## src/rtl/core/msna_pkg.sv

```systemverilog
// Shared types and constants of the Morton stencil neighbor address block.
`timescale 1ns / 1ps
`default_nettype none

package msna_pkg;

  localparam int INDEX_W   = 18;
  localparam int SLOT_W    = 5;
  localparam int BITS_W    = 4;
  localparam int POS_W     = 5;
  localparam int EXTENT_W  = 7;
  localparam int MARGIN_W  = 6;
  localparam int CFG_ADDR_W = 3;
  localparam int CFG_DATA_W = 7;
  localparam int STENCIL_N = 27;
  localparam int CENTRE    = 13;

  typedef enum logic [CFG_ADDR_W-1:0] {
    REG_I_BITS   = 3'd0,
    REG_J_BITS   = 3'd1,
    REG_K_BITS   = 3'd2,
    REG_I_EXTENT = 3'd3,
    REG_J_EXTENT = 3'd4,
    REG_K_EXTENT = 3'd5,
    REG_MARGIN   = 3'd6
  } cfg_reg_t;

  typedef struct packed {
    logic [BITS_W-1:0]   i_bits;
    logic [BITS_W-1:0]   j_bits;
    logic [BITS_W-1:0]   k_bits;
    logic [EXTENT_W-1:0] i_extent;
    logic [EXTENT_W-1:0] j_extent;
    logic [EXTENT_W-1:0] k_extent;
    logic [MARGIN_W-1:0] margin;
  } cfg_t;

  typedef struct packed {
    logic [INDEX_W-1:0] cell_index;
  } in_item_t;

  typedef struct packed {
    logic [INDEX_W-1:0] neighbor_index;
    logic [SLOT_W-1:0]  slot;
    logic               skipped;
    logic               last;
  } out_item_t;

endpackage

`default_nettype wire

```

## src/rtl/core/msna_if.sv

```systemverilog
// Valid/ready channel interfaces for cell indexes and neighbor results.
`timescale 1ns / 1ps
`default_nettype none

interface msna_in_if;
  logic               valid;
  logic               ready;
  msna_pkg::in_item_t data;

  modport source (output valid, output data, input ready);
  modport sink   (input valid, input data, output ready);
endinterface

interface msna_out_if;
  logic                valid;
  logic                ready;
  msna_pkg::out_item_t data;

  modport source (output valid, output data, input ready);
  modport sink   (input valid, input data, output ready);
endinterface

`default_nettype wire

```

## src/rtl/core/msna_cfg.sv

```systemverilog
// Configuration registers, effective axis bit counts and Morton bit positions.
`timescale 1ns / 1ps
`default_nettype none

module msna_cfg #(
  parameter int AXIS_BITS_MAX = 6
) (
  input  wire logic                                clk,
  input  wire logic                                rst_n,
  input  wire logic                                cfg_we,
  input  wire logic [msna_pkg::CFG_ADDR_W-1:0]     cfg_addr,
  input  wire logic [msna_pkg::CFG_DATA_W-1:0]     cfg_wdata,
  output msna_pkg::cfg_t                           cfg,
  output logic [msna_pkg::POS_W-1:0]               pos_i [AXIS_BITS_MAX],
  output logic [msna_pkg::POS_W-1:0]               pos_j [AXIS_BITS_MAX],
  output logic [msna_pkg::POS_W-1:0]               pos_k [AXIS_BITS_MAX]
);

  localparam logic [msna_pkg::BITS_W-1:0] BMAX = msna_pkg::BITS_W'(AXIS_BITS_MAX);

  logic [2:0]                      i_bits_r, j_bits_r, k_bits_r;
  logic [msna_pkg::EXTENT_W-1:0]   i_extent_r, j_extent_r, k_extent_r;
  logic [msna_pkg::MARGIN_W-1:0]   margin_r;
  logic [msna_pkg::BITS_W-1:0]     ib, jb, kb;

  always_ff @(posedge clk) begin
    if (!rst_n) begin
      i_bits_r   <= 3'd6;
      j_bits_r   <= 3'd6;
      k_bits_r   <= 3'd6;
      i_extent_r <= 7'd64;
      j_extent_r <= 7'd64;
      k_extent_r <= 7'd64;
      margin_r   <= '0;
    end else if (cfg_we) begin
      unique case (msna_pkg::cfg_reg_t'(cfg_addr))
        msna_pkg::REG_I_BITS:   i_bits_r   <= cfg_wdata[2:0];
        msna_pkg::REG_J_BITS:   j_bits_r   <= cfg_wdata[2:0];
        msna_pkg::REG_K_BITS:   k_bits_r   <= cfg_wdata[2:0];
        msna_pkg::REG_I_EXTENT: i_extent_r <= cfg_wdata;
        msna_pkg::REG_J_EXTENT: j_extent_r <= cfg_wdata;
        msna_pkg::REG_K_EXTENT: k_extent_r <= cfg_wdata;
        msna_pkg::REG_MARGIN:   margin_r   <= cfg_wdata[msna_pkg::MARGIN_W-1:0];
        default: ;
      endcase
    end
  end

  // clamp to the maximum, then keep i >= j >= k
  always_comb begin
    logic [msna_pkg::BITS_W-1:0] a, b, c;
    a = {1'b0, i_bits_r};
    b = {1'b0, j_bits_r};
    c = {1'b0, k_bits_r};
    if (a > BMAX) a = BMAX;
    if (b > BMAX) b = BMAX;
    if (c > BMAX) c = BMAX;
    if (b > a) b = a;
    if (c > b) c = b;
    ib = a;
    jb = b;
    kb = c;
  end

  assign cfg.i_bits   = ib;
  assign cfg.j_bits   = jb;
  assign cfg.k_bits   = kb;
  assign cfg.i_extent = i_extent_r;
  assign cfg.j_extent = j_extent_r;
  assign cfg.k_extent = k_extent_r;
  assign cfg.margin   = margin_r;

  always_comb begin
    logic [msna_pkg::POS_W-1:0] base;
    logic                       kin, jin;
    base = '0;
    for (int s = 0; s < AXIS_BITS_MAX; s++) begin
      kin = (msna_pkg::BITS_W'(s) < kb);
      jin = (msna_pkg::BITS_W'(s) < jb);
      pos_k[s] = base;
      pos_j[s] = base + msna_pkg::POS_W'(kin);
      pos_i[s] = base + msna_pkg::POS_W'(kin) + msna_pkg::POS_W'(jin);
      base = base + msna_pkg::POS_W'(1) + msna_pkg::POS_W'(kin) + msna_pkg::POS_W'(jin);
    end
  end

endmodule

`default_nettype wire

```

## src/rtl/core/msna_front.sv

```systemverilog
// Front end: split a cell index, classify border cells, build the neighbor mask.
`timescale 1ns / 1ps
`default_nettype none

module msna_front #(
  parameter int AXIS_BITS_MAX = 6
) (
  input  wire msna_pkg::cfg_t              cfg,
  input  wire logic [msna_pkg::POS_W-1:0]  pos_i [AXIS_BITS_MAX],
  input  wire logic [msna_pkg::POS_W-1:0]  pos_j [AXIS_BITS_MAX],
  input  wire logic [msna_pkg::POS_W-1:0]  pos_k [AXIS_BITS_MAX],
  msna_in_if.sink                          in_ch,
  output logic                             push_valid,
  input  wire logic                        push_ready,
  output logic [AXIS_BITS_MAX-1:0]         ci,
  output logic [AXIS_BITS_MAX-1:0]         cj,
  output logic [AXIS_BITS_MAX-1:0]         ck,
  output logic                             skip,
  output logic [msna_pkg::STENCIL_N-1:0]   mask
);

  localparam int EW = ((AXIS_BITS_MAX > msna_pkg::EXTENT_W) ?
                       AXIS_BITS_MAX : msna_pkg::EXTENT_W) + 1;
  localparam logic [msna_pkg::POS_W-1:0] IDX_TOP = msna_pkg::POS_W'(msna_pkg::INDEX_W);

  logic [msna_pkg::INDEX_W-1:0] idx;
  logic [2:0] ei, ej, ek;
  logic       bi, bj, bk;

  assign idx = in_ch.data.cell_index;

  always_comb begin
    ci = '0;
    cj = '0;
    ck = '0;
    for (int s = 0; s < AXIS_BITS_MAX; s++) begin
      if (msna_pkg::BITS_W'(s) < cfg.k_bits && pos_k[s] < IDX_TOP) ck[s] = idx[pos_k[s]];
      if (msna_pkg::BITS_W'(s) < cfg.j_bits && pos_j[s] < IDX_TOP) cj[s] = idx[pos_j[s]];
      if (msna_pkg::BITS_W'(s) < cfg.i_bits && pos_i[s] < IDX_TOP) ci[s] = idx[pos_i[s]];
    end
  end

  function automatic logic border(input logic [AXIS_BITS_MAX-1:0] c,
                                  input logic [msna_pkg::EXTENT_W-1:0] ext,
                                  input logic [msna_pkg::MARGIN_W-1:0] mg);
    logic [EW-1:0] cw, ew, mw;
    cw = EW'(c);
    ew = EW'(ext);
    mw = EW'(mg);
    return (cw < mw) || (ew <= mw) || (cw >= ew - mw);
  endfunction

  // existence of the coordinate at offsets -1, 0, +1
  function automatic logic [2:0] exist3(input logic [AXIS_BITS_MAX-1:0] c,
                                        input logic [msna_pkg::EXTENT_W-1:0] ext,
                                        input logic [msna_pkg::BITS_W-1:0] nb);
    logic [EW-1:0] up;
    up = EW'(c) + EW'(1);
    return {(up < EW'(ext)) && (up < (EW'(1) << nb)), 1'b1, (c != '0)};
  endfunction

  assign bi = border(ci, cfg.i_extent, cfg.margin);
  assign bj = border(cj, cfg.j_extent, cfg.margin);
  assign bk = border(ck, cfg.k_extent, cfg.margin);
  assign skip = bi || bj || bk;

  assign ei = exist3(ci, cfg.i_extent, cfg.i_bits);
  assign ej = exist3(cj, cfg.j_extent, cfg.j_bits);
  assign ek = exist3(ck, cfg.k_extent, cfg.k_bits);

  always_comb begin
    for (int a = 0; a < 3; a++) begin
      for (int b = 0; b < 3; b++) begin
        for (int c = 0; c < 3; c++) begin
          mask[9*a + 3*b + c] = ei[a] && ej[b] && ek[c];
        end
      end
    end
    mask[msna_pkg::CENTRE] = 1'b0;
  end

  // drop interior cells without neighbors
  assign push_valid  = in_ch.valid && (skip || (mask != '0));
  assign in_ch.ready = push_ready;

endmodule

`default_nettype wire

```

## src/rtl/core/msna_fifo.sv

```systemverilog
// Short register queue between the front end and the back end.
`timescale 1ns / 1ps
`default_nettype none

module msna_fifo #(
  parameter int WIDTH = 8,
  parameter int DEPTH = 4
) (
  input  wire logic             clk,
  input  wire logic             rst_n,
  input  wire logic             push,
  input  wire logic [WIDTH-1:0] wdata,
  output logic                  full,
  input  wire logic             pop,
  output logic                  not_empty,
  output logic [WIDTH-1:0]      rdata
);

  localparam int PTR_W = (DEPTH > 1) ? $clog2(DEPTH) : 1;
  localparam int CNT_W = $clog2(DEPTH + 1);

  logic [WIDTH-1:0] mem_r [DEPTH];
  logic [PTR_W-1:0] wr_ptr_r, rd_ptr_r;
  logic [CNT_W-1:0] count_r;
  logic             do_push, do_pop;

  assign full      = (count_r == CNT_W'(DEPTH));
  assign not_empty = (count_r != '0);
  assign do_push   = push && !full;
  assign do_pop    = pop && not_empty;
  assign rdata     = mem_r[rd_ptr_r];

  always_ff @(posedge clk) begin
    if (!rst_n) begin
      wr_ptr_r <= '0;
      rd_ptr_r <= '0;
      count_r  <= '0;
    end else begin
      if (do_push) wr_ptr_r <= (wr_ptr_r == PTR_W'(DEPTH - 1)) ? '0 : wr_ptr_r + PTR_W'(1);
      if (do_pop)  rd_ptr_r <= (rd_ptr_r == PTR_W'(DEPTH - 1)) ? '0 : rd_ptr_r + PTR_W'(1);
      if (do_push && !do_pop)      count_r <= count_r + CNT_W'(1);
      else if (do_pop && !do_push) count_r <= count_r - CNT_W'(1);
    end
  end

  always_ff @(posedge clk) begin
    if (do_push) mem_r[wr_ptr_r] <= wdata;
  end

endmodule

`default_nettype wire

```

## src/rtl/core/msna_back.sv

```systemverilog
// Back end: walk neighbor mask, one Morton address per cycle if ready.
`timescale 1ns / 1ps
`default_nettype none

module msna_back #(
  parameter int AXIS_BITS_MAX = 6
) (
  input  wire logic                        clk,
  input  wire logic                        rst_n,
  input  wire msna_pkg::cfg_t              cfg,
  input  wire logic [msna_pkg::POS_W-1:0]  pos_i [AXIS_BITS_MAX],
  input  wire logic [msna_pkg::POS_W-1:0]  pos_j [AXIS_BITS_MAX],
  input  wire logic [msna_pkg::POS_W-1:0]  pos_k [AXIS_BITS_MAX],
  input  wire logic                        head_valid,
  input  wire logic [AXIS_BITS_MAX-1:0]    head_ci,
  input  wire logic [AXIS_BITS_MAX-1:0]    head_cj,
  input  wire logic [AXIS_BITS_MAX-1:0]    head_ck,
  input  wire logic                        head_skip,
  input  wire logic [msna_pkg::STENCIL_N-1:0] head_mask,
  output logic                             pop,
  msna_out_if.source                       out_ch
);

  localparam int CW = AXIS_BITS_MAX;
  localparam logic [msna_pkg::POS_W-1:0] IDX_TOP = msna_pkg::POS_W'(msna_pkg::INDEX_W);

  logic                             busy_r, skip_r, out_valid_r;
  logic [msna_pkg::STENCIL_N-1:0]   rem_r, sel, rem_left;
  logic [CW-1:0]                    ci_r, cj_r, ck_r, ni, nj, nk;
  logic [msna_pkg::SLOT_W-1:0]      slot_r;
  msna_pkg::out_item_t              out_data_r;
  logic [2:0]                       si, sj, sk;
  logic [msna_pkg::INDEX_W-1:0]     joined;
  logic                             adv, emit, finish, load;

  assign sel      = rem_r & (~rem_r + msna_pkg::STENCIL_N'(1));
  assign rem_left = rem_r & ~sel;
  assign adv      = !out_valid_r || out_ch.ready;
  assign emit     = busy_r && adv;
  assign finish   = emit && (skip_r || (rem_left == '0));
  assign load     = head_valid && (!busy_r || finish);
  assign pop      = load;

  always_comb begin
    si = '0;
    sj = '0;
    sk = '0;
    for (int a = 0; a < 3; a++) begin
      for (int b = 0; b < 3; b++) begin
        for (int c = 0; c < 3; c++) begin
          si[a] = si[a] | sel[9*a + 3*b + c];
          sj[b] = sj[b] | sel[9*a + 3*b + c];
          sk[c] = sk[c] | sel[9*a + 3*b + c];
        end
      end
    end
  end

  function automatic logic [CW-1:0] step(input logic [CW-1:0] c, input logic [2:0] s);
    logic [CW-1:0] r;
    r = c;
    if (s[0]) r = c - CW'(1);
    else if (s[2]) r = c + CW'(1);
    return r;
  endfunction

  assign ni = step(ci_r, si);
  assign nj = step(cj_r, sj);
  assign nk = step(ck_r, sk);

  always_comb begin
    joined = '0;
    for (int s = 0; s < AXIS_BITS_MAX; s++) begin
      if (msna_pkg::BITS_W'(s) < cfg.k_bits && pos_k[s] < IDX_TOP) joined[pos_k[s]] = nk[s];
      if (msna_pkg::BITS_W'(s) < cfg.j_bits && pos_j[s] < IDX_TOP) joined[pos_j[s]] = nj[s];
      if (msna_pkg::BITS_W'(s) < cfg.i_bits && pos_i[s] < IDX_TOP) joined[pos_i[s]] = ni[s];
    end
  end

  always_ff @(posedge clk) begin
    if (!rst_n) begin
      busy_r      <= 1'b0;
      out_valid_r <= 1'b0;
      slot_r      <= '0;
    end else begin
      if (emit) out_valid_r <= 1'b1;
      else if (out_ch.ready) out_valid_r <= 1'b0;
      if (load) begin
        busy_r <= 1'b1;
        slot_r <= '0;
      end else begin
        if (emit) slot_r <= slot_r + msna_pkg::SLOT_W'(1);
        if (finish) busy_r <= 1'b0;
      end
    end
  end

  always_ff @(posedge clk) begin
    if (emit) begin
      if (skip_r) begin
        out_data_r.neighbor_index <= '0;
        out_data_r.slot           <= '0;
        out_data_r.skipped        <= 1'b1;
        out_data_r.last           <= 1'b1;
      end else begin
        out_data_r.neighbor_index <= joined;
        out_data_r.slot           <= slot_r;
        out_data_r.skipped        <= 1'b0;
        out_data_r.last           <= (rem_left == '0);
      end
    end
    if (load) begin
      rem_r  <= head_mask;
      skip_r <= head_skip;
      ci_r   <= head_ci;
      cj_r   <= head_cj;
      ck_r   <= head_ck;
    end else if (emit) begin
      rem_r <= rem_left;
    end
  end

  assign out_ch.valid = out_valid_r;
  assign out_ch.data  = out_data_r;

endmodule

`default_nettype wire

```

## src/rtl/core/morton_stencil_neighbor_addresses.sv

```systemverilog
// Top level of the 3D Morton 27-point stencil neighbor address generator.
// A cell index is accepted whenever the four-entry queue has room; the back
// end then emits one result per cycle from its output register while the
// output channel is ready: one result for a border cell, up to 26 for an
// interior cell, and none for an interior cell without neighbors, which is
// dropped before the queue. Sustained throughput is one result per clock
// while the output is ready, set by the back end walking the cell's
// neighbor mask. Registers take effect on the cycle after the write.
`timescale 1ns / 1ps
`default_nettype none

module morton_stencil_neighbor_addresses #(
  parameter int AXIS_BITS_MAX = 6
) (
  input  wire logic                            clk,
  input  wire logic                            rst_n,
  input  wire logic                            cfg_we,
  input  wire logic [msna_pkg::CFG_ADDR_W-1:0] cfg_addr,
  input  wire logic [msna_pkg::CFG_DATA_W-1:0] cfg_wdata,
  msna_in_if.sink                              in_ch,
  msna_out_if.source                           out_ch
);

  localparam int CW = AXIS_BITS_MAX;
  localparam int QW = 3*CW + 1 + msna_pkg::STENCIL_N;

  msna_pkg::cfg_t                  cfg;
  logic [msna_pkg::POS_W-1:0]      pos_i [AXIS_BITS_MAX];
  logic [msna_pkg::POS_W-1:0]      pos_j [AXIS_BITS_MAX];
  logic [msna_pkg::POS_W-1:0]      pos_k [AXIS_BITS_MAX];
  logic                            push_valid, full, pop, head_valid;
  logic [CW-1:0]                   f_ci, f_cj, f_ck, h_ci, h_cj, h_ck;
  logic                            f_skip, h_skip;
  logic [msna_pkg::STENCIL_N-1:0]  f_mask, h_mask;
  logic [QW-1:0]                   q_wdata, q_rdata;

  msna_cfg #(.AXIS_BITS_MAX(AXIS_BITS_MAX)) u_cfg (
    .clk       (clk),
    .rst_n     (rst_n),
    .cfg_we    (cfg_we),
    .cfg_addr  (cfg_addr),
    .cfg_wdata (cfg_wdata),
    .cfg       (cfg),
    .pos_i     (pos_i),
    .pos_j     (pos_j),
    .pos_k     (pos_k)
  );

  msna_front #(.AXIS_BITS_MAX(AXIS_BITS_MAX)) u_front (
    .cfg        (cfg),
    .pos_i      (pos_i),
    .pos_j      (pos_j),
    .pos_k      (pos_k),
    .in_ch      (in_ch),
    .push_valid (push_valid),
    .push_ready (!full),
    .ci         (f_ci),
    .cj         (f_cj),
    .ck         (f_ck),
    .skip       (f_skip),
    .mask       (f_mask)
  );

  assign q_wdata = {f_ci, f_cj, f_ck, f_skip, f_mask};

  msna_fifo #(.WIDTH(QW), .DEPTH(4)) u_queue (
    .clk       (clk),
    .rst_n     (rst_n),
    .push      (push_valid),
    .wdata     (q_wdata),
    .full      (full),
    .pop       (pop),
    .not_empty (head_valid),
    .rdata     (q_rdata)
  );

  assign {h_ci, h_cj, h_ck, h_skip, h_mask} = q_rdata;

  msna_back #(.AXIS_BITS_MAX(AXIS_BITS_MAX)) u_back (
    .clk        (clk),
    .rst_n      (rst_n),
    .cfg        (cfg),
    .pos_i      (pos_i),
    .pos_j      (pos_j),
    .pos_k      (pos_k),
    .head_valid (head_valid),
    .head_ci    (h_ci),
    .head_cj    (h_cj),
    .head_ck    (h_ck),
    .head_skip  (h_skip),
    .head_mask  (h_mask),
    .pop        (pop),
    .out_ch     (out_ch)
  );

endmodule

`default_nettype wire

```

## src/flat_wrapper.sv

```systemverilog
// flat-port wrapper written by rule: the top's interface ports become plain ports
module morton_stencil_neighbor_addresses_flat 
#(
  parameter int AXIS_BITS_MAX = 6
)
  (clk, rst_n, cfg_we, cfg_addr, cfg_wdata, in_ch_valid, in_ch_data, in_ch_ready, out_ch_valid, out_ch_data, out_ch_ready);
  msna_in_if in_ch_i ();
  msna_out_if out_ch_i ();
  input  wire logic clk;
  input  wire logic rst_n;
  input  wire logic cfg_we;
  input  wire logic [msna_pkg::CFG_ADDR_W-1:0] cfg_addr;
  input  wire logic [msna_pkg::CFG_DATA_W-1:0] cfg_wdata;
  input wire logic [$bits(in_ch_i.valid)-1:0] in_ch_valid;
  input wire logic [$bits(in_ch_i.data)-1:0] in_ch_data;
  output wire logic [$bits(in_ch_i.ready)-1:0] in_ch_ready;
  output wire logic [$bits(out_ch_i.valid)-1:0] out_ch_valid;
  output wire logic [$bits(out_ch_i.data)-1:0] out_ch_data;
  input wire logic [$bits(out_ch_i.ready)-1:0] out_ch_ready;
  assign in_ch_i.valid = in_ch_valid;
  assign in_ch_i.data = in_ch_data;
  assign in_ch_ready = in_ch_i.ready;
  assign out_ch_valid = out_ch_i.valid;
  assign out_ch_data = out_ch_i.data;
  assign out_ch_i.ready = out_ch_ready;
  morton_stencil_neighbor_addresses #(.AXIS_BITS_MAX(AXIS_BITS_MAX)) u_core (.clk(clk), .rst_n(rst_n), .cfg_we(cfg_we), .cfg_addr(cfg_addr), .cfg_wdata(cfg_wdata), .in_ch(in_ch_i), .out_ch(out_ch_i));
endmodule
```

## config.mk

```make
export PLATFORM = sky130hd
export DESIGN_NAME = morton_stencil_neighbor_addresses_flat
export DESIGN_NICKNAME = d
export VERILOG_FILES = /design/src/rtl/core/msna_pkg.sv /design/src/rtl/core/msna_if.sv /design/src/rtl/core/msna_cfg.sv /design/src/rtl/core/msna_front.sv /design/src/rtl/core/msna_fifo.sv /design/src/rtl/core/msna_back.sv /design/src/rtl/core/morton_stencil_neighbor_addresses.sv /design/src/flat_wrapper.sv
export SDC_FILE = /design/constraint.sdc
export NUM_CORES = 1
export LEC_CHECK = 0
export ABC_AREA = 1
export BUFFER_PORTS_ARGS = -buffer_cell sky130_fd_sc_hd__buf_2
export CAP_MARGIN = 10
export CORE_UTILIZATION = 33
export CTS_CLUSTER_SIZE = 20
export DETAILED_ROUTE_END_ITERATION = 12
export PLACE_DENSITY_LB_ADDON = 0.15
export SYNTH_ARGS = -nofsm -noshare
export SYNTH_HDL_FRONTEND = slang
export SYNTH_SLANG_ARGS = --single-unit
export TNS_END_PERCENT = 50
```

## constraint.sdc

```tcl
create_clock -name clk -period 20 [get_ports clk]
set_clock_uncertainty 0.1 [all_clocks]
set_input_delay 2 -clock clk [delete_from_list [all_inputs] [get_ports clk]]
set_output_delay 2 -clock clk [all_outputs]
set_load 0.02 [all_outputs]
```

**Word level (Yosys, flattened, before mapping)**

Memory sizes are Yosys's and may differ from the RTL's. A register that Yosys moved wholly into a read port is not among the register bits.
Cells that the tools add are included.

- Bits in registers: 121
- Memory bits (writable): 180
- Memories: 1

- $lt $le $gt $ge: 89
- Add/sub/neg operators: 43
- Equality and inequality tests: 9
- Muxes and demuxes: 147
- Reductions and logical operators: 101
- Bitwise gates (word level): 51
- Shift-type cells: 3

Memory list:

| memory | depth | bits a word | read ports | clocked after memory_dff | wr ports | line | text |
|---|---|---|---|---|---|---|---|
| u_core.u_queue.mem_r | 4 | 45 | 1 | 1 | 1 | msna_fifo.sv:22 | `logic [WIDTH-1:0] mem_r [DEPTH];` |

Operators with widths:

| kind | number |
|---|---|
| $bwmux 18 | 17 |
| $mux 18 | 17 |
| $lt 5x6->1 const B | 16 |
| $bmux 1 s5 | 16 |
| $demux 1 s5 | 16 |
| $ge 5x1->1 const B | 16 |
| $lt 5x5->1 const B | 16 |
| $add 5x1->5 | 15 |
| $logic_and 1x1->1 | 65 |
| $mux 1 | 60 |
| $and 27x27->27 | 2 |
| $mux 27 | 2 |
| $not 27->27 | 2 |
| $or 1x1->1 | 46 |
| $mux 6 | 6 |
| $add 27x1->27 const B | 1 |
| $logic_not 27->1 | 1 |
| $reduce_bool 27->1 | 1 |
| $ge 6x8->1 | 3 |
| $lt 1x4->1 const A | 6 |
| $lt 2x4->1 const A | 6 |
| $lt 3x4->1 const A | 6 |
| $lt 7x8->1 | 3 |
| $shl 1x4->8 const A | 3 |
| other kinds (39) | 101 |

**Depth between registers and ports, before layout**

- Depth in word-level cells: 48
- Gate-level depth with buffers: 65
- Depth with buffers taken out: 64

**Hierarchy**

A second synthesis with hierarchy kept.

- Cells, all modules: 4296
- Area total of the unflattened synthesis: 28997.8 um2

Modules (own cells, without submodules):

| module | area an instance (um2) | sequential area each (um2) | times used | cells each |
|---|---|---|---|---|
| msna_back | 11639.9 | 2272.2 | 1 | 2111 |
| msna_fifo | 7369.6 | 5705.5 | 1 | 516 |
| msna_front | 6737.7 | 0.0 | 1 | 1226 |
| msna_cfg | 3246.9 | 720.7 | 1 | 442 |
| morton_stencil_neighbor_addresses | 3.8 | 0.0 | 1 | 1 |

**Worst setup path before layout**

No wires, ideal clock.

- Kind: flip-flop to flip-flop
- From: register u_core.u_cfg.i_bits_r[2]
- To: memory u_core.u_queue.mem_r[0][0] (netlist bit) (enable)
- Data arrival time: 10.738 ns
- Buffers on the path: 2
- Library setup time: 0.448 ns
- Required time: 19.452 ns
- Clock period less this slack: 11.285 ns
- Setup slack: 8.715 ns
- Stages on the path, launching flop included: 50
- Cells stage by stage: dfxtp_1 buf_2 inv_1 ha_1 inv_1 a21oi_1 nand2_1 nand2_1 nand2_1 o21ai_2 inv_1 ha_1 nand3_1 nand2_1 nand2_1 nand2_2 nand2_1 inv_1 [... 14 more ...] o22ai_1 o311ai_0 nand3_1 a21oi_1 inv_1 nor4_1 ha_1 a21oi_1 o21ai_0 nor3_1 nand2_1 inv_1 nor2_1 nand2_1 nor2_4 a21oi_4 inv_2 nor2_1

- Elaborated cells on any way between the ends: 193
- Classes of those cells: 28 x add/sub; 50 x order compare; 3 x shift; 57 x mux; 55 x reduce/logical

RTL lines:

| what | line | text |
|---|---|---|
| from (decl) | msna_cfg.sv:21 | `logic [2:0] i_bits_r, j_bits_r, k_bits_r;` |
| from (signal assigned) | msna_cfg.sv:37 | `msna_pkg::REG_I_BITS: i_bits_r <= cfg_wdata[2:0];` |
| $gt 3x3->1 | msna_cfg.sv:55 | `if (a > BMAX) a = BMAX;` |
| $mux 3 (*) | msna_cfg.sv:55 |  |
| $gt 4x4->1 | msna_cfg.sv:58 | `if (b > a) b = a;` |
| $mux 4 (*) | msna_cfg.sv:58 |  |
| $gt 4x4->1 | msna_cfg.sv:59 | `if (c > b) c = b;` |
| $mux 4 | msna_cfg.sv:59 |  |
| $lt 1x4->1 | msna_cfg.sv:78 | `kin = (msna_pkg::BITS_W'(s) < kb);` |
| $add 1x1->2 | msna_cfg.sv:83 | `base = base + msna_pkg::POS_W'(1) + msna_pkg::POS_W'(kin) + msna_pkg::POS_W'(jin);` |
| [... 16 more ...] | - |  |
| named net u_core.f_ck[5] | morton_stencil_neighbor_addresses.sv:32 | `logic [CW-1:0] f_ci, f_cj, f_ck, h_ci, h_cj, h_ck;` |
| [... 3 more ...] | - |  |
| named net u_core.f_mask (one bit) | morton_stencil_neighbor_addresses.sv:34 | `logic [msna_pkg::STENCIL_N-1:0] f_mask, h_mask;` |
| $logic_and 1x1->1 | msna_front.sv:75 | `mask[9*a + 3*b + c] = ei[a] && ej[b] && ek[c];` |
| $reduce_bool 27->1 (*) | msna_front.sv:83 | `assign push_valid = in_ch.valid && (skip \|\| (mask != '0));` |
| $logic_or 1x1->1 (*) | msna_front.sv:83 |  |
| $logic_and 1x1->1 (*) | msna_front.sv:83 |  |
| $logic_and 1x1->1 (*) | msna_fifo.sv:29 | `assign do_push = push && !full;` |
| named net u_core.u_queue.do_push | msna_fifo.sv:25 | `logic do_push, do_pop;` |
| $mux 1 (*) | msna_fifo.sv:47 | `if (do_push) mem_r[wr_ptr_r] <= wdata;` |
| $mux 1 (not written as such) (*) | msna_fifo.sv:47 |  |
| to (decl) | msna_fifo.sv:22 |  |

Mark *: on every way through the listed nets, which the timed path passes. The rest lies on a longest branch. The select of a mux whose other input is x is not followed.

**Final worst setup path**

- From: register u_core.u_cfg.i_bits_r[2]
- To: register u_core.u_queue.count_r[1]

- Elaborated cells on any way between the ends: 196
- Classes of those cells: 28 x add/sub; 50 x order compare; 3 x shift; 56 x mux; 59 x reduce/logical

RTL lines:

| what | line | text |
|---|---|---|
| $gt 3x3->1 | msna_cfg.sv:55 |  |
| $mux 3 (*) | msna_cfg.sv:55 |  |
| $gt 4x4->1 | msna_cfg.sv:58 |  |
| $mux 4 | msna_cfg.sv:58 |  |
| $gt 4x4->1 | msna_cfg.sv:59 |  |
| $mux 4 | msna_cfg.sv:59 |  |
| $lt 1x4->1 | msna_cfg.sv:78 |  |
| $add 1x1->2 | msna_cfg.sv:83 |  |
| [... 18 more ...] | - |  |
| named net u_core.f_ci[5] | morton_stencil_neighbor_addresses.sv:32 |  |
| [... 5 more ...] | - |  |
| named net u_core.f_skip | morton_stencil_neighbor_addresses.sv:33 | `logic f_skip, h_skip;` |
| $logic_or 1x1->1 (*) | msna_front.sv:83 |  |
| $logic_and 1x1->1 (*) | msna_front.sv:83 |  |
| $logic_and 1x1->1 (*) | msna_fifo.sv:29 |  |
| named net u_core.u_queue.do_push | msna_fifo.sv:25 |  |
| $logic_not 1->1 | msna_fifo.sv:42 | `else if (do_pop && !do_push) count_r <= count_r - CNT_W'(1);` |
| $logic_and 1x1->1 | msna_fifo.sv:42 |  |
| $reduce_bool 2->1 (no line) | - |  |
| to (signal assigned) | msna_fifo.sv:41 | `if (do_push && !do_pop) count_r <= count_r + CNT_W'(1);` |
| to (signal assigned) | msna_fifo.sv:42 |  |
| to (decl) | msna_fifo.sv:24 | `logic [CNT_W-1:0] count_r;` |

Marked as above.
A chain may end at the register's enable or synchronous reset.

==> results by group <==
Synth
  – Flop and latch count out of synthesis: approximately 300
  – Post-Syn Area per Cell: 7.51 µm²
  – EDFF count, synth: 251
  – Sequential element share of the synthesized area: 0.375
  – Syn Nets: 3,231
  – Post-synth top area share: 0.329
  – Area of the mapped netlist: ~0.023 mm²
  – Ys async rst share: 0
  – Synth unique cells: 70
  – Top cell type by total area after synthesis: edfxtp_1
  – Synth Flop Type: edfxtp_1
  – Cells after synthesis: roughly 3,000
  – Syn. warnings: 0
  – Area contributors post-synth: edfxtp_1 33%, nand2_1 9.5%, ha_1 7.7%

Floorplan
  – Die ar.: between 0.07 and 0.08 mm²
  – Core footprint: 0.0686 mm²
  – DIE HEIGHT: 265 µm
  – Starting Density: 0.334
  – Horiz. Die Dim: between 200 and 300 µm
  – Rows: 96
  – I/O Pins: 60

Routing
  – Detailed Route Iter0 Violations: 2,106
  – Wire per inst: 21.5 µm
  – Met3 WL post-DR: approximately 5300 µm
  – Post-route antenna net violation count: 0
  – DRC Markers: 0
  – Drt total wl: around 87,000 µm
  – Via count: ~22,000
  – Top Layer Used: met4
  – Via/cell ratio: around 5.5
  – TritonRoute pass-1 iters: 6
  – DR WL met2: 39,000 µm
  – Wl on met1: 39,900 µm

Clocking
  – Num CTS Buffers: 37
  – Max Root-Sink Buffers: 3
  – CTS Sinks: slightly above 300
  – Htree depth: 2
  – Clock Pin Slew Worst Setup and Hold Paths: roughly 60 ps
  – TritonCTS clock tree: done
  – CTS root buf: clkbuf_16
  – Post-cts hold buffer count: 0
  – Postcts setup bufs: 0
  – Clk_lat worst skew: between 500 and 600 ps
  – PostCTS Resize Cnt: 0

STA
  – Pins Over Slew Limit: 0
  – Worst relative slew slack: 0.230
  – Fmax: between 80 and 90 MHz
  – Fin crit share: 0.609
  – Worst slew pin tran: between 1000 and 1500 ps
  – Unrepaired setup endpoints after global routing: no
  – Minimum clock period: 12,180 ps
  – Final hold vios: 0
  – Setup TNS Final: 0 ps
  – Setup Viol. Count Final: 0

Status
  – Status: finished, final reports clean

Global route
  – Total track usage: 0.242
  – Vias in the first global route: roughly 21,000
  – Largest net degree at the start of global routing: 92
  – Global-route wire length before repair: around 130,000 µm
  – Initial antenna violation count: 1
  – GRT overflow: 0

Hold path
  – Worst Min Path Start: u_core.u_cfg.j_extent_r[0]
  – HP Class: reg2reg

Final layout
  – Most frequent cells in the layout: 580 x nand2_1, 454 x nor2_1, 414 x inv_1
  – N_diodes: 0
  – Layout cells sized above 1: 0.0662
  – Commonest non-fill, non-tap cell in the layout: nand2_1
  – Area grow syn2layout: 10.9%
  – Number of nets in the layout: around 3,300

Worst setup path
  – Critical path class: reg2reg
  – CP startpoint: u_core.u_cfg.i_bits_r[2]
  – Crit path DAT: between 10,000 and 15,000 ps
  – Worst Path Required: between 20,000 and 25,000 ps
  – Critical Path Fanout Max: 9
  – Reg-to-Reg Start: u_core.u_cfg.i_bits_r[2]
  – Most used cell, CP: inv_1
  – Crit-path slowest cell: dfxtp_1
  – Crit-path max cell delay: roughly 700 ps
  – CP Launch Type: flop
  – Setup crit end kind: flop

Placed design
  – RePlAce Congestion: ~0.98
  – # port buffers: about 60
  – HPWL after DPL: around 65,000 µm

Job
  – Number of max-cap violations: 0
## path summary, 6_finish.rpt
path | slack (ps) | end | depth (start not counted)
worst max-delay path | 7820 | u_core.u_queue.count_r[1] | 57
worst min-delay path | 400 | u_core.u_cfg.j_extent_r[0] | 2
worst max register to register | 7820 | u_core.u_queue.count_r[1] | 57
worst min register to register | 400 | u_core.u_cfg.j_extent_r[0] | 2
## layer usage
layer | vias up | global-route usage
met2 | 847 | 0.388
met1 | 10700 | 0.343
met3 | 143 | 0.0248
met4 | 0 | 0.0717
li1 | 10500 | -
met5 | - | 0
## cells in the mapped netlist, drive strengths merged (34+ instances only)
cell type,n
a21oi,212
xor2,34
o22ai,100
a31oi,43
inv,430
clkbuf,59
nand4,37
o21ai,228
ha,141
nand2,601
dfxtp,52
nor2,464
edfxtp,251
nand3,127
## flip-flops by register name, indices dropped and copies added (netlist names), 6 cells and up, named ones only
signal and count:
u_core.u_cfg.margin_r 6, u_core.u_cfg.j_extent_r 7, u_core.u_back.ci_r 6, u_core.u_back.ck_r 6, u_core.u_cfg.i_extent_r 7, u_core.u_back.rem_r 27
u_core.u_queue.mem_r 180, u_core.u_back.cj_r 6, u_core.u_cfg.k_extent_r 7, u_core.u_back.out_ch.data 25
## kinds of logic (layout without fill, tap and decap cells)
logic type	Yosys count	in the layout	share of synthesized area
buffers and inverters	514	579	0.0859
AO/OA/AOI/OAI	746	746	0.195
AND/OR/NAND/NOR	1286	1286	0.236
adder cells (fa/ha/maj)	150	150	0.0850
XOR/XNOR	49	49	0.0225
flip-flops	303	303	0.375
## per-stage QoR
stage	utilization	setup WS [ps]	hold WS, ps	instance area (µm²)	cells
6_report	0.370	7820	397	25400	4044
5_1_grt	0.370	6730	426	25400	4044
4_1_cts	0.370	7900	399	25400	4044
3_5_place_dp	0.353	7940	391	24200	3979
3_3_place_gp	0.353	8180	381	24200	3979
2_1_floorplan	-	8710	324	22900	3048
## worst max-delay path: cells and delay by family, from the launching register on
kind                       cells  cell delay (ps)
adders and majority gates     16             5840
buffers and inverters         16             1720
AOI/OAI and AO/OA              9             1470
DFF                            1              700
and+or+nand+nor               16             2220
## area by class of cell
type / count / area (µm²)
fill: 7205 / 43200
tap: 931 / 1160
clock buffer: 51 / 988
clock inverter: 14 / 170
timing repair buffer: 80 / 453
sequential: 303 / 8580
inverter: 434 / 1640
multi-input combinational: 2231 / 12400
Power is left out: the tool's default activity adds up to more than one toggle a clock period on the data nets, which glitch-free logic cannot reach.
